## src/hdl/rvt_pkg.sv

```systemverilog
// ----------------------------------------------------------------------------
// rvt_pkg: shared types and constants of the ray voxel traversal block
// Holds the fixed-point formats, the controller states, the datapath
// commands and the status bundle that ties controller and datapath.
// ----------------------------------------------------------------------------
`default_nettype none

package rvt_pkg;

   // Coordinates and coordinate differences, wide enough for the box bounds.
   localparam int CW = 40;
   typedef logic signed [CW-1:0] coord_type;

   // Alpha values are signed Q2.30.
   typedef logic signed [31:0] alpha_type;
   localparam alpha_type ONE_Q30 = 32'sh4000_0000;
   localparam alpha_type Q30_MAX = 32'sh7fff_ffff;
   localparam alpha_type Q30_MIN = 32'sh8000_0000;

   // Voxel coordinates: signed so that a step out of the box shows.
   localparam int POS_W = 6;
   localparam int IDX_W = 4;
   typedef logic signed [POS_W-1:0] pos_type;

   localparam int MAX_RESULTS = 48;
   localparam int CNT_W = 6;

   // Iterative divider: quotient bits and magnitude width.
   localparam int DIV_W = 40;
   localparam int Q_W = 31;
   localparam int DIV_CNT_W = 5;

   // Square root of the sum of squares.
   localparam int RAD_W = 66;
   localparam int ROOT_W = 33;
   localparam int REM_W = 35;
   localparam int SQRT_CNT_W = 6;

   // Register map, indexed by paddr[4:2].
   localparam logic [2:0] REG_LOW_X  = 3'd0;
   localparam logic [2:0] REG_LOW_Y  = 3'd1;
   localparam logic [2:0] REG_LOW_Z  = 3'd2;
   localparam logic [2:0] REG_SIZE_X = 3'd3;
   localparam logic [2:0] REG_SIZE_Y = 3'd4;
   localparam logic [2:0] REG_SIZE_Z = 3'd5;
   localparam logic [2:0] REG_TOL    = 3'd6;

   typedef struct packed {
      logic [2:0][31:0] low_plane;
      logic [2:0][30:0] voxel_size;
      logic [15:0]      tolerance;
   } cfg_type;

   typedef enum logic [4:0] {
      ST_IDLE,
      ST_CHECK,
      ST_AMIN_GO,
      ST_AMIN_WAIT,
      ST_AMAX_GO,
      ST_AMAX_WAIT,
      ST_BOUND,
      ST_DA_GO,
      ST_DA_WAIT,
      ST_SQ,
      ST_POINT,
      ST_IDX,
      ST_AD_GO,
      ST_AD_WAIT,
      ST_AD_FIX,
      ST_SQRT_GO,
      ST_SQRT_RUN,
      ST_W_SEL,
      ST_W_MUL,
      ST_W_OUT,
      ST_MISS
   } state_type;

   typedef enum logic [4:0] {
      OP_NONE,
      OP_LOAD,
      OP_MIN_GO,
      OP_MIN_CAP,
      OP_MAX_GO,
      OP_MAX_CAP,
      OP_DA_GO,
      OP_DA_CAP,
      OP_SQ,
      OP_POINT,
      OP_IDX,
      OP_AD_GO,
      OP_AD_CAP,
      OP_AD_FIX,
      OP_SQRT_GO,
      OP_SQRT_RUN,
      OP_W_SEL,
      OP_W_MUL,
      OP_W_OUT,
      OP_MISS
   } op_type;

   typedef struct packed {
      op_type     op;
      logic [1:0] axis;
   } cmd_type;

   typedef struct packed {
      logic canc;
      logic outside;
      logic empty;
      logic div_done;
      logic idx_done;
      logic sqrt_done;
      logic walk_last;
   } status_type;

   // Clamp a 33-bit sum to the Q2.30 range.
   function automatic alpha_type sat_q30(input logic signed [32:0] v);
      alpha_type r;
      if (v > 33'sh0_7fff_ffff) begin
         r = Q30_MAX;
      end else if (v < -33'sh0_8000_0000) begin
         r = Q30_MIN;
      end else begin
         r = v[31:0];
      end
      return r;
   endfunction

endpackage

`default_nettype wire

```

## src/hdl/rvt_ctrl.sv

```systemverilog
// ----------------------------------------------------------------------------
// rvt_ctrl: controller of the ray voxel traversal block
// Sequences clipping, per-axis setup, square root and the voxel walk.
// ----------------------------------------------------------------------------
`default_nettype none

module rvt_ctrl (
   input  wire logic                clock,
   input  wire logic                reset,
   input  wire logic                start,
   input  wire rvt_pkg::status_type status,
   output logic                     busy,
   output rvt_pkg::cmd_type         cmd
);

   rvt_pkg::state_type state_ff, state_in;
   logic [1:0]         axis_ff, axis_in;

   always_ff @(posedge clock) begin
      if (reset) begin
         state_ff <= rvt_pkg::ST_IDLE;
         axis_ff  <= '0;
      end else begin
         state_ff <= state_in;
         axis_ff  <= axis_in;
      end
   end

   always_comb begin
      state_in = state_ff;
      axis_in  = axis_ff;
      cmd.op   = rvt_pkg::OP_NONE;
      cmd.axis = axis_ff;
      unique case (state_ff)
         rvt_pkg::ST_IDLE: begin
            if (start) begin
               cmd.op   = rvt_pkg::OP_LOAD;
               axis_in  = '0;
               state_in = rvt_pkg::ST_CHECK;
            end
         end
         rvt_pkg::ST_CHECK: begin
            if (status.canc) begin
               if (status.outside) begin
                  state_in = rvt_pkg::ST_MISS;
               end else if (axis_ff == 2'd2) begin
                  state_in = rvt_pkg::ST_BOUND;
               end else begin
                  axis_in = axis_ff + 1'b1;
               end
            end else begin
               state_in = rvt_pkg::ST_AMIN_GO;
            end
         end
         rvt_pkg::ST_AMIN_GO: begin
            cmd.op   = rvt_pkg::OP_MIN_GO;
            state_in = rvt_pkg::ST_AMIN_WAIT;
         end
         rvt_pkg::ST_AMIN_WAIT: begin
            cmd.op = rvt_pkg::OP_MIN_CAP;
            if (status.div_done) state_in = rvt_pkg::ST_AMAX_GO;
         end
         rvt_pkg::ST_AMAX_GO: begin
            cmd.op   = rvt_pkg::OP_MAX_GO;
            state_in = rvt_pkg::ST_AMAX_WAIT;
         end
         rvt_pkg::ST_AMAX_WAIT: begin
            cmd.op = rvt_pkg::OP_MAX_CAP;
            if (status.div_done) begin
               if (axis_ff == 2'd2) begin
                  state_in = rvt_pkg::ST_BOUND;
               end else begin
                  axis_in  = axis_ff + 1'b1;
                  state_in = rvt_pkg::ST_CHECK;
               end
            end
         end
         rvt_pkg::ST_BOUND: begin
            axis_in  = '0;
            state_in = status.empty ? rvt_pkg::ST_MISS : rvt_pkg::ST_DA_GO;
         end
         rvt_pkg::ST_DA_GO: begin
            cmd.op   = rvt_pkg::OP_DA_GO;
            state_in = rvt_pkg::ST_DA_WAIT;
         end
         rvt_pkg::ST_DA_WAIT: begin
            cmd.op = rvt_pkg::OP_DA_CAP;
            if (status.div_done) state_in = rvt_pkg::ST_SQ;
         end
         rvt_pkg::ST_SQ: begin
            cmd.op   = rvt_pkg::OP_SQ;
            state_in = rvt_pkg::ST_POINT;
         end
         rvt_pkg::ST_POINT: begin
            cmd.op   = rvt_pkg::OP_POINT;
            state_in = rvt_pkg::ST_IDX;
         end
         rvt_pkg::ST_IDX: begin
            cmd.op = rvt_pkg::OP_IDX;
            if (status.idx_done) state_in = rvt_pkg::ST_AD_GO;
         end
         rvt_pkg::ST_AD_GO: begin
            cmd.op   = rvt_pkg::OP_AD_GO;
            state_in = status.canc ? rvt_pkg::ST_AD_FIX : rvt_pkg::ST_AD_WAIT;
         end
         rvt_pkg::ST_AD_WAIT: begin
            cmd.op = rvt_pkg::OP_AD_CAP;
            if (status.div_done) state_in = rvt_pkg::ST_AD_FIX;
         end
         rvt_pkg::ST_AD_FIX: begin
            cmd.op = rvt_pkg::OP_AD_FIX;
            if (axis_ff == 2'd2) begin
               state_in = rvt_pkg::ST_SQRT_GO;
            end else begin
               axis_in  = axis_ff + 1'b1;
               state_in = rvt_pkg::ST_DA_GO;
            end
         end
         rvt_pkg::ST_SQRT_GO: begin
            cmd.op   = rvt_pkg::OP_SQRT_GO;
            state_in = rvt_pkg::ST_SQRT_RUN;
         end
         rvt_pkg::ST_SQRT_RUN: begin
            cmd.op = rvt_pkg::OP_SQRT_RUN;
            if (status.sqrt_done) state_in = rvt_pkg::ST_W_SEL;
         end
         rvt_pkg::ST_W_SEL: begin
            cmd.op   = rvt_pkg::OP_W_SEL;
            state_in = rvt_pkg::ST_W_MUL;
         end
         rvt_pkg::ST_W_MUL: begin
            cmd.op   = rvt_pkg::OP_W_MUL;
            state_in = rvt_pkg::ST_W_OUT;
         end
         rvt_pkg::ST_W_OUT: begin
            cmd.op   = rvt_pkg::OP_W_OUT;
            state_in = status.walk_last ? rvt_pkg::ST_IDLE : rvt_pkg::ST_W_SEL;
         end
         rvt_pkg::ST_MISS: begin
            cmd.op   = rvt_pkg::OP_MISS;
            state_in = rvt_pkg::ST_IDLE;
         end
         default: begin
            state_in = rvt_pkg::ST_IDLE;
         end
      endcase
   end

   assign busy = state_ff != rvt_pkg::ST_IDLE;

endmodule

`default_nettype wire
```

## config.mk

```make
export PLATFORM = sky130hd
export DESIGN_NAME = rvt_ctrl
export DESIGN_NICKNAME = d
export VERILOG_FILES = /design/src/hdl/rvt_pkg.sv /design/src/hdl/rvt_ctrl.sv
export SDC_FILE = /design/constraint.sdc
export NUM_CORES = 1
export LEC_CHECK = 0
export BUFFER_PORTS_ARGS = -buffer_cell sky130_fd_sc_hd__buf_2
export CAP_MARGIN = 20
export CELL_PAD_IN_SITES_DETAIL_PLACEMENT = 1
export CELL_PAD_IN_SITES_GLOBAL_PLACEMENT = 2
export CORE_MARGIN = 10
export CORE_UTILIZATION = 32
export DETAILED_ROUTE_END_ITERATION = 8
export GPL_ROUTABILITY_DRIVEN = 1
export PLACE_DENSITY_LB_ADDON = 0.12
export REMOVE_ABC_BUFFERS = 1
export SLEW_MARGIN = 20
export SYNTH_ARGS = -nofsm -noshare
export SYNTH_HDL_FRONTEND = slang
export SYNTH_SLANG_ARGS = --single-unit
export TNS_END_PERCENT = 30
```

## constraint.sdc

```tcl
create_clock -name clock -period 4.4 [get_ports clock]
set_input_delay 0.88 -clock clock [delete_from_list [all_inputs] [get_ports clock]]
set_output_delay 0.88 -clock clock [all_outputs]
set_load 0.02 [all_outputs]
```

==> summary.md, run 1 <==
| Metric | Value |
|---|---|
| Slowest cell on crit path | `dfxtp_1` |
| Post-Route WL | `2837 um` |
| Crit-path max FO | `25` |
| CTS tree | `yes` |
| Ratio of cells with drive above 1 in the final layout | `0.2090` |
| Crit path cell chain | `inv_1 > a21oi_1 > o21ai_0 > o21ai_1 > o21ai_1 > buf_2` |
| Rows | `18` |
| # DRC | `0` |
| Avg Inst Size Synth | `7.104 um^2` |
| Crit path largest cell delay | `0.86 ns` |
| Skew final | `0.004857 ns` |
| Initial antenna violation count | `0` |
| Hold_buf cts | `0` |
| Most used DFF post-synth | `dfxtp_1` |
| Clock Path Buffers | `2` |
| Number of global-route vias before repair | `968` |
| CP endpoint kind | `output pin` |
| Min Hold Slack | `0.5650 ns` |
| Hold Path Class | `register to register` |
| Unrepaired setup endpoints after global routing | `false` |
| Register area | `140.1 um^2` |
| Clock sinks | `7` |
| Worst-Margin Slew | `0.8395 ns` |
| Leading cell type in the layout, fill and taps excluded | `buf_2` |
| Core Region | `2545 um^2` |
| Detailed-route wire length per cell | `17.30 um` |
| Synthesis warning total | `0` |
| Largest net degree at the start of global routing | `35` |
| Worst-skew pair later-pin latency | `0.25 ns` |
| Status | `finished clean` |
| Pre-Repair DR Iteration Count | `4` |
| Total CTS buffers | `3` |
| Crit path max-delay family | `flip-flops` |
| Post-synth ARST share | `0` |
| Gr usage total | `0.1080` |
| Cell Area, Synth | `880.8 um^2` |
| Die area | `5251 um^2` |
| Most frequent cells in the layout | `17 x buf_2, 11 x nor2_1, 7 x a21oi_1, 7 x o21ai_0, 7 x dfxtp_1` |
| IO buf count | `17` |
| Crit path arrival time | `1.99 ns` |
| DR iter-0 viols | `27` |
| Post-synthesis register bit count | `7` |
| Die X | `72.47 um` |
| CP startpoint kind | `register` |
| Pwr/cell area | `621.9 nW/um^2` |
| MaxCap Viol Count | `0` |
| Post-CTS sizing | `0` |
| Count of unique library cells instantiated by Yosys | `45` |
| Antenna cell count | `0` |
| Relative slew margins | `0.4396` |
| Final Hold Fails | `0` |
| Post-DP HPWL | `2030 um` |
| Final #Nets | `146` |
| ANT nets after route | `0` |
| Tcrit/Tclk final | `0.6524` |
| Worst vdd ir | `253.0 uV` |
| Pins Over Slew Limit | `0` |
| P_leak | `0.0003485 uW` |
| Share of the yosys chip area belonging to registers | `0.1591` |
| Mapped Cells | `124` |
| CP Buf/Inv Count | `2` |
| Die H | `72.47 um` |
| Vias/cell | `6.085` |
| Area Growth Syn to Fin | `11.36%` |
| Most used cell, CP | `o21ai_1` |
| Crit path time final | `2.870 ns` |
| Setup TNS | `0 ns` |
| CTS HTree Levels | `1` |
| Final setup violation count | `0` |
| Multi-input logic area | `661.9 um^2` |
| Initial Util | `0.3461` |
| Fillers | `349` |
| First-pass GRT wire length | `4761 um` |
| Number of flops mapped to enable cells by yosys | `0` |
| IO Pins | `18` |
| Congestion Overflow GR | `0` |
| CP Data Required Time | `3.52 ns` |
| Critical path type | `register to output pin` |
| Clock slew at reported path FFs | `0.05 ns` |
| Root buf cell | `clkbuf_4` |
| Post CTS Setup Buffer Count | `0` |
| Via Count | `998` |
| Fmax | `348.4 MHz` |
| Placer Congestion | `0.7928` |
[worst reg2reg max path, cell delays in order, from the launching register on]
cell	delay (ns)
dfxtp_1	0.86
nand2b_1	0.36
o32ai_1	0.16
nor4_2	0.63
a31oi_1	0.18
a211oi_1	0.24
[final timing paths]
| kind | startpoint | slack, ns | depth (start not counted) | end |
|---|---|---|---|---|
| worst max-delay path | state_ff[2]$_SDFFE_PP0P_ | 1.53 | 6 | cmd[2] |
| worst min-delay path | axis_ff[0]$_SDFFE_PP0P_ | 0.57 | 2 | axis_ff[0]$_SDFFE_PP0P_ |
| worst max register to register | state_ff[2]$_SDFFE_PP0P_ | 1.90 | 5 | state_ff[2]$_SDFFE_PP0P_ |
| worst min register to register | axis_ff[0]$_SDFFE_PP0P_ | 0.57 | 2 | axis_ff[0]$_SDFFE_PP0P_ |
[Yosys cell counts (2+ instances only)]
master     number  area share
inv_2           2      0.0085
o32ai_1         2       0.020
nor2_1         11       0.047
o31ai_1         2       0.017
nand3_1         3       0.017
nor2b_1         2       0.014
buf_1           2      0.0085
nand3b_1        2       0.017
nand2_1         4       0.017
a31oi_1         2       0.014
clkbuf_1        3       0.013
a21oi_1         7       0.040
o21ai_1         6       0.034
a211oi_1        2       0.017
a2bb2oi_1       2       0.020
or3_1           3       0.021
nand2b_1        5       0.036
mux2_1          2       0.026
nand4_1         4       0.028
xnor2_1         2       0.020
a311oi_1        3       0.030
o22ai_1         3       0.021
a2111oi_0       2       0.020
nor4_2          3       0.043
o21ai_0         7       0.040
buf_2           6       0.034
inv_1           4       0.017
dfxtp_1         7        0.16
nor3_1          3       0.017
or4b_1          2       0.023
nor4_1          2       0.014
[kinds of logic (layout without fill, tap and decap cells)]
family,after synthesis,count (layout),share of synthesized area
flops,7,7,0.1591
mux,2,2,0.02557
fa+ha+maj,1,1,0.01420
simple gates,50,50,0.3523
compound gates,43,43,0.3295
xor+xnor,3,3,0.02983
buf+inv,18,28,0.08949
[registers in the layout, summed over array words and instances (netlist names)]
signal and cells:
axis_ff 2, state_ff 5
[power by group]
group	internal [uW]	leakage (uW)	switching (uW)	total (uW)
sequential	81.5	0.0000571	64.3	146
clock	34.6	0.0000150	23.4	58.0
combinational	163	0.000276	243	406
[metrics by stage]
step	power (uW)	cells	util	area [um^2]	setup slack, ns
global route	671.4	164	0.3854	980.9	1.340
detailed placement	558.0	160	0.3751	954.7	1.790
finish	610.1	164	0.3854	980.9	1.530
CTS	618.7	164	0.3854	980.9	1.507
global placement	554.3	160	0.3751	954.7	1.824
floorplan	433.3	112	-	824.5	1.816
[area by class of cell]
cell class / instances / area share
multi-input cells: 99 / 0.6747
flip-flops and latches: 7 / 0.1429
repair buffers: 18 / 0.09439
well taps: 30 / 0.03827
clock buffers: 4 / 0.02679
inverters: 6 / 0.02296
[routing by layer]
metal,vias to the layer above,part of all wire,global-route usage
li1,496,-,-
met1,487,0.47,0.1289
met2,13,0.49,0.1876
met3,2,0.030,0.02721
met4,0,0.0081,0.02532
met5,-,0,0
Note: power is estimated with default switching activity, not from simulation.
==> run 2, diff against run 1 <==
Settings changed: CORE_UTILIZATION 32 to 29.
Clock period 4.4 ns to 3 ns, I/O delays scaled along.
==> run 2 against run 1 <==
Against the previous run:
- critical path depth fell by 1
- clock skew fell by 0.0022 ns
- combinational power rose by 49%
- sequential power rose by 61%
- wire length rose by 4.1%
- largest cell class unchanged
- non-clock buffer count rose by 4
- via count rose by 0.50%
- power rose by 51%
- sequential share of layout area fell by 0.44 points
- utilization fell by 2.8 points
- setup slack got worse by 1.2 ns
- hold slack got worse by 0.0019 ns
- critical endpoint is now cmd[4]
==> summary.md, run 2 (same netlist as run 1, synthesis figures left out) <==
| Metric | Value |
|---|---|
| Unrepaired setup endpoints after global routing | `false` |
| Pre-Repair DR Iteration Count | `4` |
| Most frequent cells in the layout | `17 x buf_2, 11 x nor2_1, 7 x a21oi_1, 7 x o21ai_0, 7 x dfxtp_1` |
| Total CTS buffers | `3` |
| CP Data Required Time | `2.40 ns` |
| Rows | `19` |
| Multi-input logic area | `661.9 um^2` |
| Core Region | `2829 um^2` |
| ANT nets after route | `0` |
| Status | `finished clean` |
| Final #Nets | `150` |
| Largest net degree at the start of global routing | `28` |
| IO Pins | `18` |
| Internal | `423.1 uW` |
| Most flop-heavy register | `state_ff` |
| IO buf count | `17` |
| Antenna cell count | `0` |
| Post-DP HPWL | `2126 um` |
| Switch share | `0.5415` |
| Register area | `140.1 um^2` |
| Post-Route WL | `2954 um` |
| Fmax | `381.3 MHz` |
| Crit path arrival time | `2.02 ns` |
| Overall power | `922.7 uW` |
| Worst-Margin Slew | `0.9100 ns` |
| Max reg flops | `5` |
| Root buf cell | `clkbuf_4` |
| Vias/cell | `5.935` |
| Post CTS Setup Buffer Count | `0` |
| Biggest regs | `state_ff (5), axis_ff (2)` |
| Congestion Overflow GR | `0` |
| Gr usage total | `0.1097` |
| Setup TNS | `0 ns` |
| Worst vdd ir | `316.2 uV` |
| Relative slew margins | `0.3925` |
| Final setup violation count | `0` |
| Via Count | `1003` |
| Clock Path Buffers | `2` |
| CTS tree | `yes` |
| Pwr/cell area | `911.6 nW/um^2` |
| Number of global-route vias before repair | `1011` |
| Crit path largest cell delay | `0.91 ns` |
| Die H | `75.11 um` |
| Placed Cells | `165` |
| Area Growth Syn to Fin | `14.91%` |
| CP startpoint kind | `register` |
| Clock sinks | `7` |
| CTS HTree Levels | `1` |
| Ratio of cells with drive above 1 in the final layout | `0.2319` |
| Pins Over Slew Limit | `0` |
| Clock slew at reported path FFs | `0.05 ns` |
| Critical path type | `register to output pin` |
| Crit path time final | `2.623 ns` |
| Hold Path Class | `register to register` |
| Die X | `75.11 um` |
| MaxCap Viol Count | `0` |
| Placer Congestion | `0.7792` |
| CP endpoint kind | `output pin` |
| Switch Pwr | `499.6 uW` |
| P_leak | `0.0003685 uW` |
| Final Hold Fails | `0` |
| Sequential power share | `0.255` |
| Detailed-route wire length per cell | `17.48 um` |
| Clock network power share | `0.092` |
| # DRC | `0` |
| DR iter-0 viols | `56` |
| Crit-path max FO | `27` |
| Initial Util | `0.3114` |
| First-pass GRT wire length | `4919 um` |
| Finished Layout Cells | `169` |
| Initial antenna violation count | `0` |
| Leading cell type in the layout, fill and taps excluded | `buf_2` |
| Fillers | `350` |
| Die area | `5642 um^2` |
| Crit path cell chain | `nor3_1 > a21oi_1 > a2bb2oi_1 > o22ai_1 > buf_2` |
| Tcrit/Tclk final | `0.8742` |
| Post-CTS sizing | `0` |
| Worst-skew pair later-pin latency | `0.25 ns` |
| Hold_buf cts | `0` |
| Slowest cell on crit path | `dfxtp_1` |
| Skew final | `0.002703 ns` |
| Combinational share of power | `0.653` |
[run 2: changes by cell type in the layout (fill, tap and decap cells not counted), sizes merged]
| cell | delta |
|---|---|
| buf | +4 |
[run 2: area by class of cell]
cell class,count,share of cell area
flip-flops and latches,7,0.1384
well taps,31,0.03832
repair buffers,22,0.1211
multi-input cells,99,0.6539
clock buffers,4,0.02596
inverters,6,0.02225
[run 2: worst max-delay path, delay by kind of cell (launching register included)]
kind / cells / cell delay, ns
compound gates: 3 / 0.45
simple gates: 1 / 0.20
buf+inv: 1 / 0.20
flops: 1 / 0.91
[run 2: layer usage]
metal | global-route usage | routed length, um
met1 | 0.1386 | 1434
met2 | 0.1800 | 1402
met3 | 0.01708 | 93
met4 | 0.04622 | 23
met5 | 0 | 0
[run 2: stage by stage]
stage / cell area [um^2] / hold slack, ns / setup WS, ns / utilization
2_1_floorplan: 824.5 / 0.6169 / 0.6963 / -
3_3_place_gp: 985.9 / 0.5331 / 0.7125 / 0.3485
4_1_cts: 1012 / 0.5697 / 0.3764 / 0.3578
5_1_grt: 1012 / 0.6056 / 0.1868 / 0.3578
6_report: 1012 / 0.5631 / 0.3774 / 0.3578
3_5_place_dp: 985.9 / 0.5579 / 0.6647 / 0.3485
[run 2: worst paths after layout]
path / start / end / slack, ns / cells after the start
worst max-delay path: state_ff[1]$_SDFFE_PP0P_ / cmd[4] / 0.38 / 5
worst min register to register: axis_ff[0]$_SDFFE_PP0P_ / axis_ff[0]$_SDFFE_PP0P_ / 0.56 / 2
worst max register to register: state_ff[1]$_SDFFE_PP0P_ / state_ff[2]$_SDFFE_PP0P_ / 0.70 / 5
worst min-delay path: axis_ff[0]$_SDFFE_PP0P_ / axis_ff[0]$_SDFFE_PP0P_ / 0.56 / 2
[run 2: power by group through the flow]
stage / Combinational, uW / Sequential (uW) / Clock (uW)
2_1_floorplan: 408 / 228 / 0
3_3_place_gp: 601 / 235 / 0
3_5_place_dp: 606 / 235 / 0
4_1_cts: 609 / 234 / 89.5
5_1_grt: 673 / 248 / 95.3
6_report: 603 / 235 / 84.7
